==> src/rtl/core/quaternion_tilt_angles_defines.svh <==
// Assertion macros for the tilt angle block.
`ifndef QUATERNION_TILT_ANGLES_DEFINES_SVH
`define QUATERNION_TILT_ANGLES_DEFINES_SVH

`ifndef SYNTHESIS
`define QTA_ASSERT(label, prop, msg) \
  label: assert property (@(posedge clk) disable iff (rst) prop) else $error(msg);
`define QTA_NEVER(label, expr, msg) \
  label: assert property (@(posedge clk) disable iff (rst) !(expr)) else $error(msg);
`else
`define QTA_ASSERT(label, prop, msg)
`define QTA_NEVER(label, expr, msg)
`endif

`endif

==> src/rtl/core/qta_pkg.sv <==
`timescale 1ns / 1ps
package qta_pkg;

  localparam int CORDIC_STEPS_DEF = 16;
  localparam int FIFO_DEPTH_DEF   = 2;

  localparam logic [1:0] OP_LOAD     = 2'd0;
  localparam logic [1:0] OP_ATTITUDE = 2'd1;
  localparam logic [1:0] OP_STAMP    = 2'd2;

  localparam logic [1:0] STATUS_OK     = 2'd0;
  localparam logic [1:0] STATUS_Z_ZERO = 2'd1;
  localparam logic [1:0] STATUS_Q_ZERO = 2'd2;

  localparam logic [14:0]        HALF_PI_Q13 = 15'd12868;
  localparam logic signed [14:0] ANGLE_MAX   = 15'sd12868;

  typedef struct packed {
    logic signed [15:0] w;
    logic signed [15:0] x;
    logic signed [15:0] y;
    logic signed [15:0] z;
    logic signed [31:0] px;
    logic signed [31:0] py;
    logic signed [31:0] pz;
    logic [63:0]        stamp;
  } job_t;

  typedef enum logic [3:0] {
    S_IDLE,
    S_QMUL,
    S_RMUL,
    S_MAG,
    S_NORM,
    S_HSQ,
    S_SQRT,
    S_CORD,
    S_DONE
  } back_state_t;

  // atan(2^-i) in Q2.30
  function automatic logic [30:0] atan_q30(input logic [4:0] i);
    logic [30:0] v;
    unique case (i)
      5'd0:  v = 31'h3243F6A8;
      5'd1:  v = 31'h1DAC6705;
      5'd2:  v = 31'h0FADBAFC;
      5'd3:  v = 31'h07F56EA6;
      5'd4:  v = 31'h03FEAB76;
      5'd5:  v = 31'h01FFD55B;
      5'd6:  v = 31'h00FFFAAA;
      5'd7:  v = 31'h007FFF55;
      5'd8:  v = 31'h003FFFEA;
      5'd9:  v = 31'h001FFFFD;
      5'd10: v = 31'h000FFFFF;
      5'd11: v = 31'h0007FFFF;
      5'd12: v = 31'h0003FFFF;
      5'd13: v = 31'h0001FFFF;
      5'd14: v = 31'h0000FFFF;
      5'd15: v = 31'h00007FFF;
      5'd16: v = 31'h00003FFF;
      5'd17: v = 31'h00001FFF;
      5'd18: v = 31'h00000FFF;
      5'd19: v = 31'h000007FF;
      5'd20: v = 31'h000003FF;
      5'd21: v = 31'h000001FF;
      5'd22: v = 31'h000000FF;
      5'd23: v = 31'h0000007F;
      5'd24: v = 31'h0000003F;
      5'd25: v = 31'h0000001F;
      5'd26: v = 31'h0000000F;
      5'd27: v = 31'h00000008;
      5'd28: v = 31'h00000004;
      5'd29: v = 31'h00000002;
      5'd30: v = 31'h00000001;
      5'd31: v = 31'h00000000;
    endcase
    return v;
  endfunction

endpackage

==> src/rtl/core/qta_fifo.sv <==
`timescale 1ns / 1ps
module qta_fifo #(
  parameter int DEPTH = qta_pkg::FIFO_DEPTH_DEF
) (
  input  logic          clk,
  input  logic          rst,
  input  qta_pkg::job_t push_data,
  input  logic          push_valid,
  output logic          push_ready,
  output qta_pkg::job_t pop_data,
  output logic          pop_valid,
  input  logic          pop_ready
);

  localparam int PW = (DEPTH > 1) ? $clog2(DEPTH) : 1;
  localparam int CW = $clog2(DEPTH + 1);

  qta_pkg::job_t   mem [DEPTH];
  logic [PW-1:0]   wr_ptr;
  logic [PW-1:0]   rd_ptr;
  logic [CW-1:0]   count;
  logic            push;
  logic            pop;

  assign push_ready = (count != CW'(DEPTH));
  assign pop_valid  = (count != '0);
  assign pop_data   = mem[rd_ptr];
  assign push       = push_valid && push_ready;
  assign pop        = pop_valid && pop_ready;

  always_ff @(posedge clk) begin
    if (push) begin
      mem[wr_ptr] <= push_data;
    end
  end

  always_ff @(posedge clk) begin
    if (rst) begin
      wr_ptr <= '0;
      rd_ptr <= '0;
      count  <= '0;
    end else begin
      if (push) begin
        wr_ptr <= (wr_ptr == PW'(DEPTH - 1)) ? '0 : wr_ptr + PW'(1);
      end
      if (pop) begin
        rd_ptr <= (rd_ptr == PW'(DEPTH - 1)) ? '0 : rd_ptr + PW'(1);
      end
      if (push && !pop) begin
        count <= count + CW'(1);
      end else if (pop && !push) begin
        count <= count - CW'(1);
      end
    end
  end

endmodule

==> config.mk <==
export PLATFORM = sky130hd
export DESIGN_NAME = qta_fifo
export DESIGN_NICKNAME = d
export VERILOG_FILES = /design/src/rtl/core/quaternion_tilt_angles_defines.svh /design/src/rtl/core/qta_pkg.sv /design/src/rtl/core/qta_fifo.sv
export SDC_FILE = /design/constraint.sdc
export NUM_CORES = 1
export LEC_CHECK = 0
export BUFFER_PORTS_ARGS = -buffer_cell sky130_fd_sc_hd__buf_4
export CORE_MARGIN = 4
export CORE_UTILIZATION = 52
export DETAILED_ROUTE_END_ITERATION = 7
export PLACE_DENSITY = 0.79
export SYNTH_ARGS = -nofsm -noshare
export SYNTH_HDL_FRONTEND = slang
export SYNTH_SLANG_ARGS = --single-unit
==> constraint.sdc <==
create_clock -name clk -period 7.5 [get_ports clk]
set_clock_uncertainty 0.1 [all_clocks]
set_input_delay 0.375 -clock clk [delete_from_list [all_inputs] [get_ports clk]]
set_output_delay 0.375 -clock clk [all_outputs]
set_load 0.05 [all_outputs]
# Word level (Yosys, flattened, before mapping)
# Memories as Yosys holds them, arrays and structs flattened. A register that Yosys moved wholly into a read port is not among the register bits.
# Cells that the tools add are included.
# totals
ramBits	448
reg_bits	4
input_bits	228
mem_count	1
out_inout_bits	226
# op_classes
muxes	8
reduce_logical	8
add_sub_neg	4
n_eq_ne	1
# memory_table
memory	depth	word_bits	read_ports	rd_ports_with_merged_regs	write_ports	line	rtl
mem	2	224	1	1	1	qta_fifo.sv:18	qta_pkg::job_t mem [DEPTH];
# ops
op	n
two-way mux 1 bit	6
logical AND 1 bit	4
two-way mux 2 bit	2
nonzero test 2 bit	2
adder 1 bit, second input constant	2
adder 2 x 1 -> 2 bit, second input constant	1
zero test 1 bit	2
inequality test 2 bit, second input constant	1
subtractor 2 x 1 -> 2 bit, second input constant	1

# Longest topological paths before layout
# logic_depth
word_depth	6
ltp_mapped	6
mapped_depth_nobuf	6

# Least setup slack after synthesis
# Ideal clock, no wire load.
# synth_timing
kind	reg-to-reg
startpoint	register count[0]
endpoint	memory mem[1][0] (netlist name) (enable)
setup_ns	0.614
path_stages_with_launch	3
t_required_ns	6.786
period_less_slack_ns	6.879
t_arrival_ns	6.165
setup_slack_ns	0.621
path_cell_list	dfxtp_1 -> nand2b_1 -> and3_1
# synth_between
elab_chain_len	4
# synth_rtl
element	line	rtl
start, declared	qta_fifo.sv:21	logic [CW-1:0] count;
start signal, assigned	qta_fifo.sv:50	count <= count + CW'(1);
start signal, assigned	qta_fifo.sv:52	count <= count - CW'(1);
inequality test 2 bit	qta_fifo.sv:25	assign push_ready = (count != CW'(DEPTH));
net push_ready	qta_fifo.sv:9	output logic push_ready,
logical AND 1 bit	qta_fifo.sv:28	assign push = push_valid && push_ready;
two-way mux 1 bit	qta_fifo.sv:32	if (push) begin
two-way mux 1 bit (not written as such)	qta_fifo.sv:33	mem[wr_ptr] <= push_data;
end, declared	qta_fifo.sv:18	
# The timed path passes the listed nets, and every way through them passes these cells.

==> metrics.csv <==
stage,metric,value,unit
routing,DRC viols,0,
synthesis,Post-Syn Area,0.01704,mm²
worst_hold_path,Hold WC Path Type,input pin to flip-flop,
synthesis,Seq cells post-synth,453,
clock_network,H-tree levels,2,
setup_path,CP peak stage delay,0.92,ns
synthesis,synthesized netlist cell count,721,
setup_path,CP max stage cell,dfxtp_4,
routing,1st-pass router iterations,5,
clock_network,clock root buffer,clkbuf_16,
routing,ANT nets after route,0,
synthesis,Netlist cell types,19,
clock_network,CTS Hold Buffers Added,225,
timing,Final setup viols,0,
final_layout,layout cell share with drive strength beyond 1,51.82,%
power_and_ir_drop,peak supply drop,391.7,µV
grt,vias in the first global route,10620,
setup_path,Critical Path Fanout Max,55,
setup_path,"Top cell by count, worst path",buf_4,
setup_path,Crit Path Class,flip-flop to output pin,
timing,total negative slack,0,ns
place,Routability Congestion,0.8104,
outcome,status,"finished, final reports clean",
die,CORE AREA,0.03245,mm²
synthesis,Ys Warns,0,
final_layout,footprint of the multi-input gates,0.003247,mm²
final_layout,register area,0.01356,mm²
clock_network,Clock Tree Buf Depth,3,
timing,Tmin final,3.473,ns
timing,max_slew headroom,31.95,%
timing,RSZ-0062 raised after global routing,no,
setup_path,Worst R2R End,mem[0][46]$_DFFE_PP_,
clock_network,clock-pin slew on the worst setup and hold paths,0.07,ns
synthesis,"Net Count, Synth",950,
routing,drt via density,5.088,
place,"worst slack, placed",4.566,ns
place,number of port buffers,453,
final_layout,Fill cells,1683,
final_layout,Layout Nets,1655,
timing,Final Hold Viols,0,
routing,via count,9687,
die,Die Y,189.0,µm
worst_hold_path,hold path start,push_valid,
die,Die X,189.0,µm
final_layout,area grow syn2layout,44.15,%
grt,first-pass GRT wire length,63.22,mm
timing,PnR worst setup slack,4.027,ns
setup_path,Reg2Reg Setup Slack,4.56,ns
clock_network,Worst-Skew Late Latency,0.54,ns
routing,WL/cell,22.66,µm
final_layout,final core utilization,75.70,%
worst_hold_path,Hold Path Sink,wr_ptr$_SDFFE_PP0P_,
clock_network,post-cts repair resize count,0,
grt,largest net degree at the start of global routing,176,
worst_hold_path,Worst Hold Depth,3,
setup_path,element type at the critical path end,output pin,
setup_path,Startpoint Class,flip-flop,
timing,final clock period utilization by the worst path,46.30,%
setup_path,worst path cell trace,"buf_4, mux2_2, buf_4",
clock_network,TritonCTS clock tree,built,
timing,"Slew Viols, Final",0,
grt,antenna violations before repair,4,
die,# rows,66,
setup_path,R2R cell count,4,
flow_run,Max Cap Violations,0,
clock_network,setup bufs post-CTS,0,
routing,initial detailed-routing violation count,518,
power_and_ir_drop,Leak,9.533,nW
setup_path,CP required,7.03,ns
setup_path,CP arrival,3.00,ns
grt,GRT overflow,0,
synthesis,Mapped Avg Cell Area,23.64,µm²
grt,GRT Resource Usage Total,23.17,%
setup_path,worst r2r src,count[0]$_SDFFE_PP0P_,
power_and_ir_drop,pwr/cell area,365.7,mW/mm²
die,IO Count,454,
die,Die Area,0.03573,mm²
clock_network,CTS sink cnt,453,
place,Post-DP HPWL,24.35,mm
die,Initial Util,52.51,%
timing,Worst-Margin Slew,1.021,ns
synthesis,"Seq/Total Area, Yosys",79.52,%
routing,drt total wl,43.14,mm
timing,FMAX,288.0,MHz
clock_network,CTS Buf Count,45,
## layout make-up
| class | count | area share, % |
|---|---|---|
| Inverter | 1 | 0.04584 |
| Tap cell | 442 | 2.251 |
| Multi-Input combinational cell | 242 | 13.22 |
| Sequential cell | 453 | 55.18 |
| Clock buffer | 49 | 4.645 |
| Clock inverter | 29 | 1.340 |
| Timing Repair Buffer | 683 | 23.27 |
| Antenna cell | 5 | 0.05093 |
## layout by cell type, fill, tap and decap left out, drive strengths merged, types with 3 or more instances in the layout
cell and n:
inv 3, clkinv 18, edfxtp 448, xor2 3, diode 5, mux2 224
clkbuf 49, bufinv 7, dfxtp 5, dlygate4sd3 225, nor2 3, buf 458
## flip-flops by register name, summed over array words and instances (netlist names), named ones only
name,count
count,2
mem,448
rd_ptr,1
wr_ptr,1
## layer usage
layer  share of wire (%)  global-route usage (%)  vias to the layer above
li1                    -                       -                     4290
met1                  34                   25.48                     4809
met2                  54                   42.61                      482
met3                 7.7                   6.139                      106
met4                 4.3                   9.333                        0
met5                   0                       0                        -
## Yosys cell counts, drive strengths merged
cell / number / area share, %
edfxtp: 448 / 79
mux2: 224 / 18
buf: 25 / 1.4
dfxtp: 5 / 0.59
nor2: 3 / 0.066
xor2: 3 / 0.15
a21oi: 2 / 0.059
o21ai: 2 / 0.059
a21bo: 1 / 0.059
and2: 1 / 0.037
and3: 1 / 0.037
ha: 1 / 0.073
inv: 1 / 0.022
nand2b: 1 / 0.037
nand3b: 1 / 0.044
or2: 1 / 0.037
or3: 1 / 0.037
## how the worst max path moves through the flow
stage / endpoint / cells after the start / start / slack [ns]
after global routing: pop_data[209] / 3 / flip-flop / 3.88
final: pop_data[203] / 3 / flip-flop / 4.03
after global placement: pop_data[203] / 3 / flip-flop / 4.61
after CTS: pop_data[203] / 3 / flip-flop / 4.00
after floorplan: mem[1][0]$_DFFE_PP_ / 2 / count[0]$_SDFFE_PP0P_ / 0.62
after detailed placement: pop_data[203] / 3 / flip-flop / 4.57
## cells by family after synthesis
family          share of synthesized area [%]
simple gates                           0.2938
fa+ha+maj                             0.07340
mux                                     18.32
compound gates                         0.1762
buf+inv                                 1.454
xor+xnor                               0.1542
flops                                   79.52
## report_power, final
| part | switching, W | leakage (nW) | internal (W) |
|---|---|---|---|
| clock network | 0.000939 | 0.724 | 0.00134 |
| registers | 0.000138 | 4.23 | 0.00317 |
| logic | 0.00216 | 4.58 | 0.00123 |
## through the flow
stage	area (µm²)	total power, W	cells	hold WS, ns
final	24570	0.008984	1904	0.08382
after global routing	24570	0.009264	1904	0.09246
after CTS	24550	0.008958	1899	0.03489
after detailed placement	20830	0.006612	1596	0.4124
after global placement	20830	0.006577	1596	0.3879
after floorplan	17040	0.005812	721	0.3441
## critical path, delay by kind of cell (launching register included)
family / cells / cell delay [ns]
buf+inv: 2 / 1.02
mux: 1 / 0.42
flops: 1 / 0.92
Power figures use the tool's default switching activity.
