--- src/rtl/core/quaternion_tilt_angles_defines.svh ---
// Assertion macros for the tilt angle block.
`ifndef QUATERNION_TILT_ANGLES_DEFINES_SVH
`define QUATERNION_TILT_ANGLES_DEFINES_SVH

`ifndef SYNTHESIS
`define QTA_ASSERT(label, prop, msg) \
  label: assert property (@(posedge clk) disable iff (rst) prop) else $error(msg);
`define QTA_NEVER(label, expr, msg) \
  label: assert property (@(posedge clk) disable iff (rst) !(expr)) else $error(msg);
`else
`define QTA_ASSERT(label, prop, msg)
`define QTA_NEVER(label, expr, msg)
`endif

`endif

--- src/rtl/core/qta_pkg.sv ---
`timescale 1ns / 1ps
package qta_pkg;

  localparam int CORDIC_STEPS_DEF = 16;
  localparam int FIFO_DEPTH_DEF   = 2;

  localparam logic [1:0] OP_LOAD     = 2'd0;
  localparam logic [1:0] OP_ATTITUDE = 2'd1;
  localparam logic [1:0] OP_STAMP    = 2'd2;

  localparam logic [1:0] STATUS_OK     = 2'd0;
  localparam logic [1:0] STATUS_Z_ZERO = 2'd1;
  localparam logic [1:0] STATUS_Q_ZERO = 2'd2;

  localparam logic [14:0]        HALF_PI_Q13 = 15'd12868;
  localparam logic signed [14:0] ANGLE_MAX   = 15'sd12868;

  typedef struct packed {
    logic signed [15:0] w;
    logic signed [15:0] x;
    logic signed [15:0] y;
    logic signed [15:0] z;
    logic signed [31:0] px;
    logic signed [31:0] py;
    logic signed [31:0] pz;
    logic [63:0]        stamp;
  } job_t;

  typedef enum logic [3:0] {
    S_IDLE,
    S_QMUL,
    S_RMUL,
    S_MAG,
    S_NORM,
    S_HSQ,
    S_SQRT,
    S_CORD,
    S_DONE
  } back_state_t;

  // atan(2^-i) in Q2.30
  function automatic logic [30:0] atan_q30(input logic [4:0] i);
    logic [30:0] v;
    unique case (i)
      5'd0:  v = 31'h3243F6A8;
      5'd1:  v = 31'h1DAC6705;
      5'd2:  v = 31'h0FADBAFC;
      5'd3:  v = 31'h07F56EA6;
      5'd4:  v = 31'h03FEAB76;
      5'd5:  v = 31'h01FFD55B;
      5'd6:  v = 31'h00FFFAAA;
      5'd7:  v = 31'h007FFF55;
      5'd8:  v = 31'h003FFFEA;
      5'd9:  v = 31'h001FFFFD;
      5'd10: v = 31'h000FFFFF;
      5'd11: v = 31'h0007FFFF;
      5'd12: v = 31'h0003FFFF;
      5'd13: v = 31'h0001FFFF;
      5'd14: v = 31'h0000FFFF;
      5'd15: v = 31'h00007FFF;
      5'd16: v = 31'h00003FFF;
      5'd17: v = 31'h00001FFF;
      5'd18: v = 31'h00000FFF;
      5'd19: v = 31'h000007FF;
      5'd20: v = 31'h000003FF;
      5'd21: v = 31'h000001FF;
      5'd22: v = 31'h000000FF;
      5'd23: v = 31'h0000007F;
      5'd24: v = 31'h0000003F;
      5'd25: v = 31'h0000001F;
      5'd26: v = 31'h0000000F;
      5'd27: v = 31'h00000008;
      5'd28: v = 31'h00000004;
      5'd29: v = 31'h00000002;
      5'd30: v = 31'h00000001;
      5'd31: v = 31'h00000000;
    endcase
    return v;
  endfunction

endpackage

--- src/rtl/core/qta_if.sv ---
`timescale 1ns / 1ps
interface qta_cmd_if;
  logic               valid;
  logic               ready;
  logic [1:0]         opcode;
  logic signed [15:0] quat_w;
  logic signed [15:0] quat_x;
  logic signed [15:0] quat_y;
  logic signed [15:0] quat_z;
  logic signed [31:0] pos_x;
  logic signed [31:0] pos_y;
  logic signed [31:0] pos_z;
  logic [63:0]        time_stamp;

  modport source (output valid, opcode, quat_w, quat_x, quat_y, quat_z,
                  pos_x, pos_y, pos_z, time_stamp, input ready);
  modport sink (input valid, opcode, quat_w, quat_x, quat_y, quat_z,
                pos_x, pos_y, pos_z, time_stamp, output ready);
endinterface


--- src/rtl/core/qta_front.sv ---
`timescale 1ns / 1ps
module qta_front (
  input  logic          clk,
  input  logic          rst,
  qta_cmd_if.sink       cmd,
  output qta_pkg::job_t push_data,
  output logic          push_valid,
  input  logic          push_ready
);

  logic signed [31:0] pos_x;
  logic signed [31:0] pos_y;
  logic signed [31:0] pos_z;
  logic [63:0]        stamp;
  logic               seen;
  logic               take;

  assign cmd.ready  = push_ready;
  assign take       = cmd.valid && cmd.ready;
  assign push_valid = cmd.valid && seen && (cmd.opcode == qta_pkg::OP_ATTITUDE);

  always_comb begin
    push_data.w     = cmd.quat_w;
    push_data.x     = cmd.quat_x;
    push_data.y     = cmd.quat_y;
    push_data.z     = cmd.quat_z;
    push_data.px    = pos_x;
    push_data.py    = pos_y;
    push_data.pz    = pos_z;
    push_data.stamp = stamp;
  end

  always_ff @(posedge clk) begin
    if (rst) begin
      seen  <= 1'b0;
      pos_x <= '0;
      pos_y <= '0;
      pos_z <= '0;
      stamp <= '0;
    end else if (take) begin
      if (cmd.opcode == qta_pkg::OP_LOAD) begin
        pos_x <= cmd.pos_x;
        pos_y <= cmd.pos_y;
        pos_z <= cmd.pos_z;
        seen  <= 1'b1;
      end else if (cmd.opcode == qta_pkg::OP_STAMP) begin
        stamp <= cmd.time_stamp;
      end
    end
  end

endmodule

--- src/flat_wrapper.sv ---
// flat-port wrapper written by rule: the top's interface ports become plain ports
module qta_front_flat 
  (clk, rst, push_data, push_valid, push_ready, cmd_valid, cmd_opcode, cmd_quat_w, cmd_quat_x, cmd_quat_y, cmd_quat_z, cmd_pos_x, cmd_pos_y, cmd_pos_z, cmd_time_stamp, cmd_ready);
  qta_cmd_if cmd_i ();
  input  logic clk;
  input  logic rst;
  output qta_pkg::job_t push_data;
  output logic push_valid;
  input  logic push_ready;
  input wire logic [$bits(cmd_i.valid)-1:0] cmd_valid;
  input wire logic [$bits(cmd_i.opcode)-1:0] cmd_opcode;
  input wire logic [$bits(cmd_i.quat_w)-1:0] cmd_quat_w;
  input wire logic [$bits(cmd_i.quat_x)-1:0] cmd_quat_x;
  input wire logic [$bits(cmd_i.quat_y)-1:0] cmd_quat_y;
  input wire logic [$bits(cmd_i.quat_z)-1:0] cmd_quat_z;
  input wire logic [$bits(cmd_i.pos_x)-1:0] cmd_pos_x;
  input wire logic [$bits(cmd_i.pos_y)-1:0] cmd_pos_y;
  input wire logic [$bits(cmd_i.pos_z)-1:0] cmd_pos_z;
  input wire logic [$bits(cmd_i.time_stamp)-1:0] cmd_time_stamp;
  output wire logic [$bits(cmd_i.ready)-1:0] cmd_ready;
  assign cmd_i.valid = cmd_valid;
  assign cmd_i.opcode = cmd_opcode;
  assign cmd_i.quat_w = cmd_quat_w;
  assign cmd_i.quat_x = cmd_quat_x;
  assign cmd_i.quat_y = cmd_quat_y;
  assign cmd_i.quat_z = cmd_quat_z;
  assign cmd_i.pos_x = cmd_pos_x;
  assign cmd_i.pos_y = cmd_pos_y;
  assign cmd_i.pos_z = cmd_pos_z;
  assign cmd_i.time_stamp = cmd_time_stamp;
  assign cmd_ready = cmd_i.ready;
  qta_front u_core (.clk(clk), .rst(rst), .cmd(cmd_i), .push_data(push_data), .push_valid(push_valid), .push_ready(push_ready));
endmodule
--- config.mk ---
export PLATFORM = sky130hd
export DESIGN_NAME = qta_front_flat
export DESIGN_NICKNAME = d
export VERILOG_FILES = /design/src/rtl/core/quaternion_tilt_angles_defines.svh /design/src/rtl/core/qta_pkg.sv /design/src/rtl/core/qta_if.sv /design/src/rtl/core/qta_front.sv /design/src/flat_wrapper.sv
export SDC_FILE = /design/constraint.sdc
export NUM_CORES = 1
export LEC_CHECK = 0
export ABC_CLOCK_PERIOD_IN_PS = 2300
export BUFFER_PORTS_ARGS = -buffer_cell sky130_fd_sc_hd__buf_4
export CORE_AREA = 2 2 177 179
export CTS_BUF_LIST = sky130_fd_sc_hd__clkbuf_4
export CTS_CLUSTER_SIZE = 8
export DETAILED_ROUTE_END_ITERATION = 10
export DIE_AREA = 0 0 179 181
export PLACE_DENSITY = 0.49
export SYNTH_ARGS = -nofsm -noshare
export SYNTH_HDL_FRONTEND = slang
export SYNTH_SLANG_ARGS = --single-unit
--- constraint.sdc ---
create_clock -name clk -period 2.3 [get_ports clk]
set_clock_uncertainty 0.05 [all_clocks]
set_input_delay 0.23 -clock clk [delete_from_list [all_inputs] [get_ports clk]]
set_output_delay 0.23 -clock clk [all_outputs]
set_load 0.01 [all_outputs]
# ---- Word level (Yosys, flattened, before mapping)
# Index checks and enable logic that the tools add are counted.
dict set report word_totals {
  word_cells 14
  register_bits 161
  output_inout_bits 226
}
dict set report op_classes {
  n_reduce_logical 6
  bitwise_logic 1
  n_eq_ne 2
}
# op count
set op_table {}
lappend op_table {{$logic_and A1 B1 Y1} 3}
lappend op_table {{$reduce_and A3 Y1} 1}
lappend op_table {{$eq A2 B1 Y1 const B} 1}
lappend op_table {{$eq A2 B2 Y1 const B} 1}
lappend op_table {{$logic_not A2 Y1} 1}
lappend op_table {{$reduce_and A2 Y1} 1}
lappend op_table {{$not A1 Y1} 1}

# ---- Longest topological paths before layout
# Gate-level depths: netlist (run 1).
dict set report depth {
  ltp_word 3
  depth_mapped 5
  ltp_nobuf 2
}

# ---- Worst setup path before layout (run 1)
# OpenSTA, ideal clock, no wires.
dict set report synth_path {
  kind {input to register}
  from {input cmd_opcode[1]}
  to {register u_core.pos_z[10]}
  setup_ns 0.072
  setup_slack_ns 1.102
  cell_stages 5
  arrival_time_ns 1.077
  n_path_buf 3
  cell_sequence {and4bb_1 -> buf_6 -> buf_6 -> buf_8 -> mux2i_1}
}
dict set report synth_between {
  elab_chain_len 2
}
# item line_no
set synth_lines {}
lappend synth_lines {{start, declared} flat_wrapper.sv:11} ;# input wire logic [$bits(cmd_i.opcode)-1:0] cmd_opcode;
lappend synth_lines {{$logic_not A2 Y1} qta_front.sv:41} ;# if (cmd.opcode == qta_pkg::OP_LOAD) begin
lappend synth_lines {{$reduce_and A2 Y1 (no source line)} -}
lappend synth_lines {{end signal, assigned} qta_front.sv:44} ;# pos_z <= cmd.pos_z;
lappend synth_lines {{end, declared} qta_front.sv:13} ;# logic signed [31:0] pos_z;
# Every way passes these cells.
# A chain may end at the register's enable or synchronous reset.

# ---- Worst setup path in the final report (run 1)
dict set report layout_path {
  from {register u_core.seen}
  to {output push_valid}
}
dict set report layout_between {
  elab_chain_len 2
}
# item line_no
set layout_lines {}
lappend layout_lines {{start, declared} qta_front.sv:15} ;# logic seen;
lappend layout_lines {{start signal, assigned} qta_front.sv:35} ;# seen <= 1'b0;
lappend layout_lines {{start signal, assigned} qta_front.sv:45} ;# seen <= 1'b1;
lappend layout_lines {{$logic_and A1 B1 Y1 (2 in a row)} qta_front.sv:20} ;# assign push_valid = cmd.valid && seen && (cmd.opcode == qta_pkg::OP_ATTITUDE);
lappend layout_lines {{end, declared} flat_wrapper.sv:8} ;# output logic push_valid;
# Every way passes these cells.

==> flow_metrics.tcl, run 1 <==
set metrics [dict create \
    pwr-share-seq_pct 49.9 \
    p_int_w 0.00434 \
    ys_types 11 \
    cp_num_buf_inv 1 \
    grt_pass1_wl_um 34900 \
    ys_ff_latch 161 \
    grt_antenna_before_repair 1 \
    rsz0062_at_grt "no" \
    grt_pass1_vias 6626 \
    fill_cells 3010 \
    rows 64 \
    crit_type "flip-flop to primary output" \
    finalWirelength_um 22500 \
    dpl.cell_count 1383 \
    power_w 0.00578 \
    synthCells 764 \
    die_h_um 181 \
    drc_errors 0 \
    fmax_ghz 0.644 \
    clock-root-buffer "clkbuf_4" \
    drt_pass1_iterations 5 \
    io_buffers 327 \
    final_core_util_pct 39.4 \
    wl_per_cell_um 14.3 \
    final_cells 1576 \
    min_period_ns 1.55 \
    path_cells "and4b_1 -> buf_4" \
    gp_congestion 0.715 \
    setup_tns_ns 0 \
    netlist_area_um2 7660 \
    area_delta_synth_final_pct 56.2 \
    cts_max_level 4 \
    cts.clk_slew.worst_paths_ns 0.14 \
    final-seq-area_um2 3220 \
    cts_resized 0 \
    power_switching_w 0.00145 \
    dr_total_vias 6341 \
    cp_max_fo 2 \
    whs_ns 0.121 \
    multi_input_area_um2 3650 \
    slew_violations 0 \
    grt_usage_pct 13.8 \
    die_w_um 179 \
    start_util_pct 25.2 \
    clkPwrFrac_pct 34.0 \
    cp.arrival_ns 1.27 \
    grt_overflow 0 \
    fp.dieArea_um2 32400 \
    drt_iter0_drc 134 \
    setup_viol 0 \
    leakagePower_nw 4.91 \
    cp_slowest_cell "dfxtp_1" \
    clock_path_buffers 2 \
    endpoint_kind "primary output" \
    worstMarginPinSlew_ns 0.541 \
    yosysSeqAreaShare_pct 42.1 \
    numCtsBuffers 17 \
    power.density_nw_per_um2 484 \
    vdd_ir_drop_max_mv 0.398 \
    crit_family "flip-flops" \
    ios 456 \
    core_um2 30300 \
    clock-sinks 161 \
    start_kind "flip-flop" \
    hpwl_um 15700 \
    drive_gt1_share_pct 31.8 \
    p_comb_share_pct 16.2 \
    hold_class "primary input to flip-flop" \
    maxCapViolCount 0 \
    period_share_pct 67.5 \
    final_nets 1396 \
    hold_viol 0 \
    cp.required_ns 2.02 \
    detail-route-antenna-nets 0 \
    grt_max_degree 85 \
    relSlewSlack_pct 63.9 \
    swShare_pct 25.0 \
    outcome "completed" \
    syn_area_per_cell_um2 10.0 \
    post_cts_buffers 0 \
    ys.warnings.count 0 \
    syn-num-nets 994 \
    vias_per_cell 4.02 \
    cts_tree "yes" \
    clk_latency_ns 0.58 \
    max_stage_delay_ns 0.35 \
]
## repair_timing
| item | in CTS | in global routing |
|---|---|---|
| endpoints found under the hold margin | 160 | 0 |
| endpoints found under the setup margin | 0 | 0 |
| hold buffers | 160 | 0 |
## cell families after synthesis
group	count (synthesis)	share of synthesized area, %
muxes	160	20.9
buffers and inverters	119	10.3
AOI/OAI and AO/OA	1	0.131
and+or+nand+nor	323	26.6
DFF	161	42.1
## placed cells by master, fill, tap and decap left out, drive strengths merged
master	count
and4b	2
and4bb	1
buf	342
bufinv	4
clkbuf	18
clkinv	7
clkinvlp	2
dfxtp	161
diode	1
dlygate4sd3	160
inv	1
mux2i	160
nand2b	320
o21ba	1
## final timing paths
kind | startpoint | to | slack [ns] | cells past startpoint
max | u_core.seen$_SDFFE_PP0P_ | push_valid | 0.75 | 2
min | cmd_opcode[0] | u_core.pos_x[22]$_SDFFE_PP0P_ | 0.12 | 3
max reg2reg | u_core.pos_y[7]$_SDFFE_PP0P_ | u_core.pos_y[7]$_SDFFE_PP0P_ | 1.60 | 2
min reg2reg | u_core.stamp[6]$_SDFFE_PP0P_ | u_core.stamp[6]$_SDFFE_PP0P_ | 0.43 | 2
## power by group through the flow
| stage | clock [W] | combinational (W) | sequential (W) |
|---|---|---|---|
| floorplan | 0 | 0.000417 | 0.00297 |
| global placement | 0 | 0.000720 | 0.00295 |
| detailed placement | 0 | 0.000724 | 0.00295 |
| CTS | 0.00208 | 0.000950 | 0.00289 |
| global route | 0.00219 | 0.00102 | 0.00290 |
| finish | 0.00196 | 0.000936 | 0.00289 |
## layer usage
| metal | wire (um) | up-vias | track usage [%] |
|---|---|---|---|
| li1 | - | 3171 | - |
| met2 | 10800 | 203 | 23.1 |
| met4 | 801 | 0 | 6.67 |
| met1 | 9080 | 2903 | 15.2 |
| met3 | 1800 | 64 | 5.22 |
| met5 | 0 | - | 0 |
## stage by stage
step,cell area [um^2],worst slack (ns)
final,12000,0.747
after global routing,12000,0.631
after CTS,12000,0.658
after detailed placement,10000,0.643
after global placement,10000,0.687
after floorplan,7660,1.10
## final cells by class
type / instances / share of cell area, %
clock inverters: 14 / 1.58
clock buffers: 18 / 1.13
repair buffers: 502 / 35.6
diodes: 1 / 0.0209
flip-flops and latches: 161 / 27.0
well taps: 396 / 4.14
multi-input cells: 484 / 30.6
## cell usage after synthesis
library cell | count | share of area [%]
and4b_1 | 2 | 0.26
and4bb_1 | 1 | 0.16
buf_2 | 4 | 0.26
buf_4 | 77 | 7.5
buf_6 | 2 | 0.29
buf_8 | 3 | 0.59
clkbuf_1 | 33 | 1.6
dfxtp_1 | 161 | 42
mux2i_1 | 160 | 21
nand2b_1 | 320 | 26
o21ba_1 | 1 | 0.13
## worst min-delay path, stage by stage
cell and delay (ns):
buf_4 0.08, and4bb_4 0.27, mux2i_1 0.14
## flip-flops by register name, indices dropped and copies added, names as in the netlist
| signal | flops |
|---|---|
| u_core.stamp | 64 |
| u_core.pos_x | 32 |
| u_core.pos_y | 32 |
| u_core.seen | 1 |
| u_core.pos_z | 32 |
Power figures use the tool's default switching activity.
==> run 2: changes to the inputs <==
Settings changed: ABC_CLOCK_PERIOD_IN_PS 2300 to 1340, PLACE_DENSITY 0.49 to 0.51.
Clock period 2.3 ns to 1.34 ns, I/O delays scaled along.
==> flow_metrics.tcl, run 2 (synthesis gave the netlist of run 1 again) <==
set metrics [dict create \
    start_util_pct 25.2 \
    fill_cells 2952 \
    cp-startpoint "u_core.seen$_SDFFE_PP0P_" \
    period_share_pct 109 \
    setup_viol 1 \
    grt_max_degree 96 \
    violations "setup timing" \
    clock-sinks 161 \
    dpl.cell_count 1389 \
    fin_ws_ns -0.120 \
    power.density_nw_per_um2 773 \
    area_delta_synth_final_pct 62.3 \
    clock_path_buffers 2 \
    r2r_end "u_core.pos_z[4]$_SDFFE_PP0P_" \
    worstMarginPinSlew_ns 0.335 \
    r2r_cells 3 \
    vias_per_cell 4.02 \
    rsz0062_at_grt "yes" \
    cp.arrival_ns 1.28 \
    numCtsBuffers 17 \
    outcome "finished with violations" \
    die_w_um 179 \
    wl_per_cell_um 14.0 \
    final_nets 1420 \
    core_um2 30300 \
    grt_antenna_before_repair 1 \
    r2r_slack_ns 0.17 \
    endpoint_kind "primary output" \
    cp_max_fo 2 \
    io_buffers 327 \
    maxCapViolCount 0 \
    cts_tree "yes" \
    fin_area_um2 12400 \
    fp.dieArea_um2 32400 \
    crit_type "flip-flop to primary output" \
    leakagePower_nw 5.07 \
    drt_pass1_iterations 4 \
    drt_iter0_drc 132 \
    hpwl_um 15300 \
    clk_latency_ns 0.54 \
    slew_violations 0 \
    dr_total_vias 6434 \
    clock-root-buffer "clkbuf_4" \
    placed_cell_area_um2 10100 \
    hp-start "rst" \
    detail-route-antenna-nets 0 \
    crit_end "push_valid" \
    hold_viol 0 \
    cts_max_level 4 \
    min_period_ns 1.46 \
    layout_commonest_cell "nand2b_1" \
    fmax_ghz 0.685 \
    hold_class "primary input to flip-flop" \
    vdd_ir_drop_max_mv 0.352 \
    grt_pass1_wl_um 34000 \
    power_w 0.00962 \
    die_h_um 181 \
    worstReg2RegStart "u_core.pos_z[4]$_SDFFE_PP0P_" \
    finalWirelength_um 22400 \
    start_kind "flip-flop" \
    drive_gt1_share_pct 40.7 \
    drc_errors 0 \
    largest-register "u_core.stamp" \
    cp.required_ns 1.16 \
    rows 64 \
    ios 456 \
    cts.clk_slew.worst_paths_ns 0.15 \
    layout_common_cells "320 x nand2b_1, 301 x buf_4, 173 x dlygate4sd3_1, 160 x mux2i_1, 103 x dfxtp_2" \
    final_cells 1599 \
    final-seq-area_um2 3360 \
    gp_congestion 0.720 \
    largest_register_ff_count 64 \
    grt_pass1_vias 6577 \
    multi_input_area_um2 3650 \
    grt_usage_pct 13.4 \
    grt_overflow 0 \
    relSlewSlack_pct 77.7 \
    dp_slack_ns -0.0659 \
]
run 2: layer usage:
metal	GRT usage, %	share of wire [%]	up-vias
met5	0	0	-
met4	6.86	3.5	0
met3	4.46	7.2	56
met2	23.1	50	213
met1	14.5	40	2947
li1	-	-	3218
run 2: critical path, cell delays in order, from the launching register on:
cell and delay, ns:
dfxtp_2 0.37, and4b_1 0.23, buf_6 0.12
run 2: cell type report:
| class | count | area share [%] |
|---|---|---|
| antenna | 1 | 0.0201 |
| tap | 396 | 3.99 |
| clock buffer | 19 | 1.15 |
| multi-input combinational | 484 | 29.4 |
| clock inverter | 12 | 1.09 |
| timing repair buffer | 526 | 37.4 |
| sequential | 161 | 27.0 |
run 2: what timing repair did:
item,4_1_cts,5_1_grt
setup buffers,0,5
resized for setup,20,128
pin swaps,1,0
hold buffers,173,0
endpoints found under the setup margin,18,99
endpoints found under the hold margin,160,0
run 2: how the worst min path moves through the flow:
stage | slack, ns | depth (start not counted) | end
final | 0.15 | 3 | u_core.seen$_SDFFE_PP0P_
after global routing | 0.09 | 4 | u_core.stamp[63]$_SDFFE_PP0P_
after CTS | 0.06 | 3 | u_core.seen$_SDFFE_PP0P_
after detailed placement | 0.22 | 0 | push_data[162]
after global placement | 0.22 | 0 | push_data[162]
after floorplan | 0.24 | 2 | u_core.stamp[53]$_SDFFE_PP0P_
run 2: power breakdown:
part	total, W	internal (W)	switching (W)
clock	0.00299	0.00115	0.00184
combinational	0.00166	0.00110	0.000556
sequential	0.00497	0.00490	0.0000645
run 2: stage by stage:
stage	utilization [%]	hold WS [ns]	setup TNS [ns]
after floorplan	-	0.239	0
after global placement	33.2	0.218	-1.48
after detailed placement	33.2	0.218	-2.99
after CTS	40.0	0.0637	-0.237
after global routing	41.0	0.0865	-0.281
final	41.0	0.149	-0.120
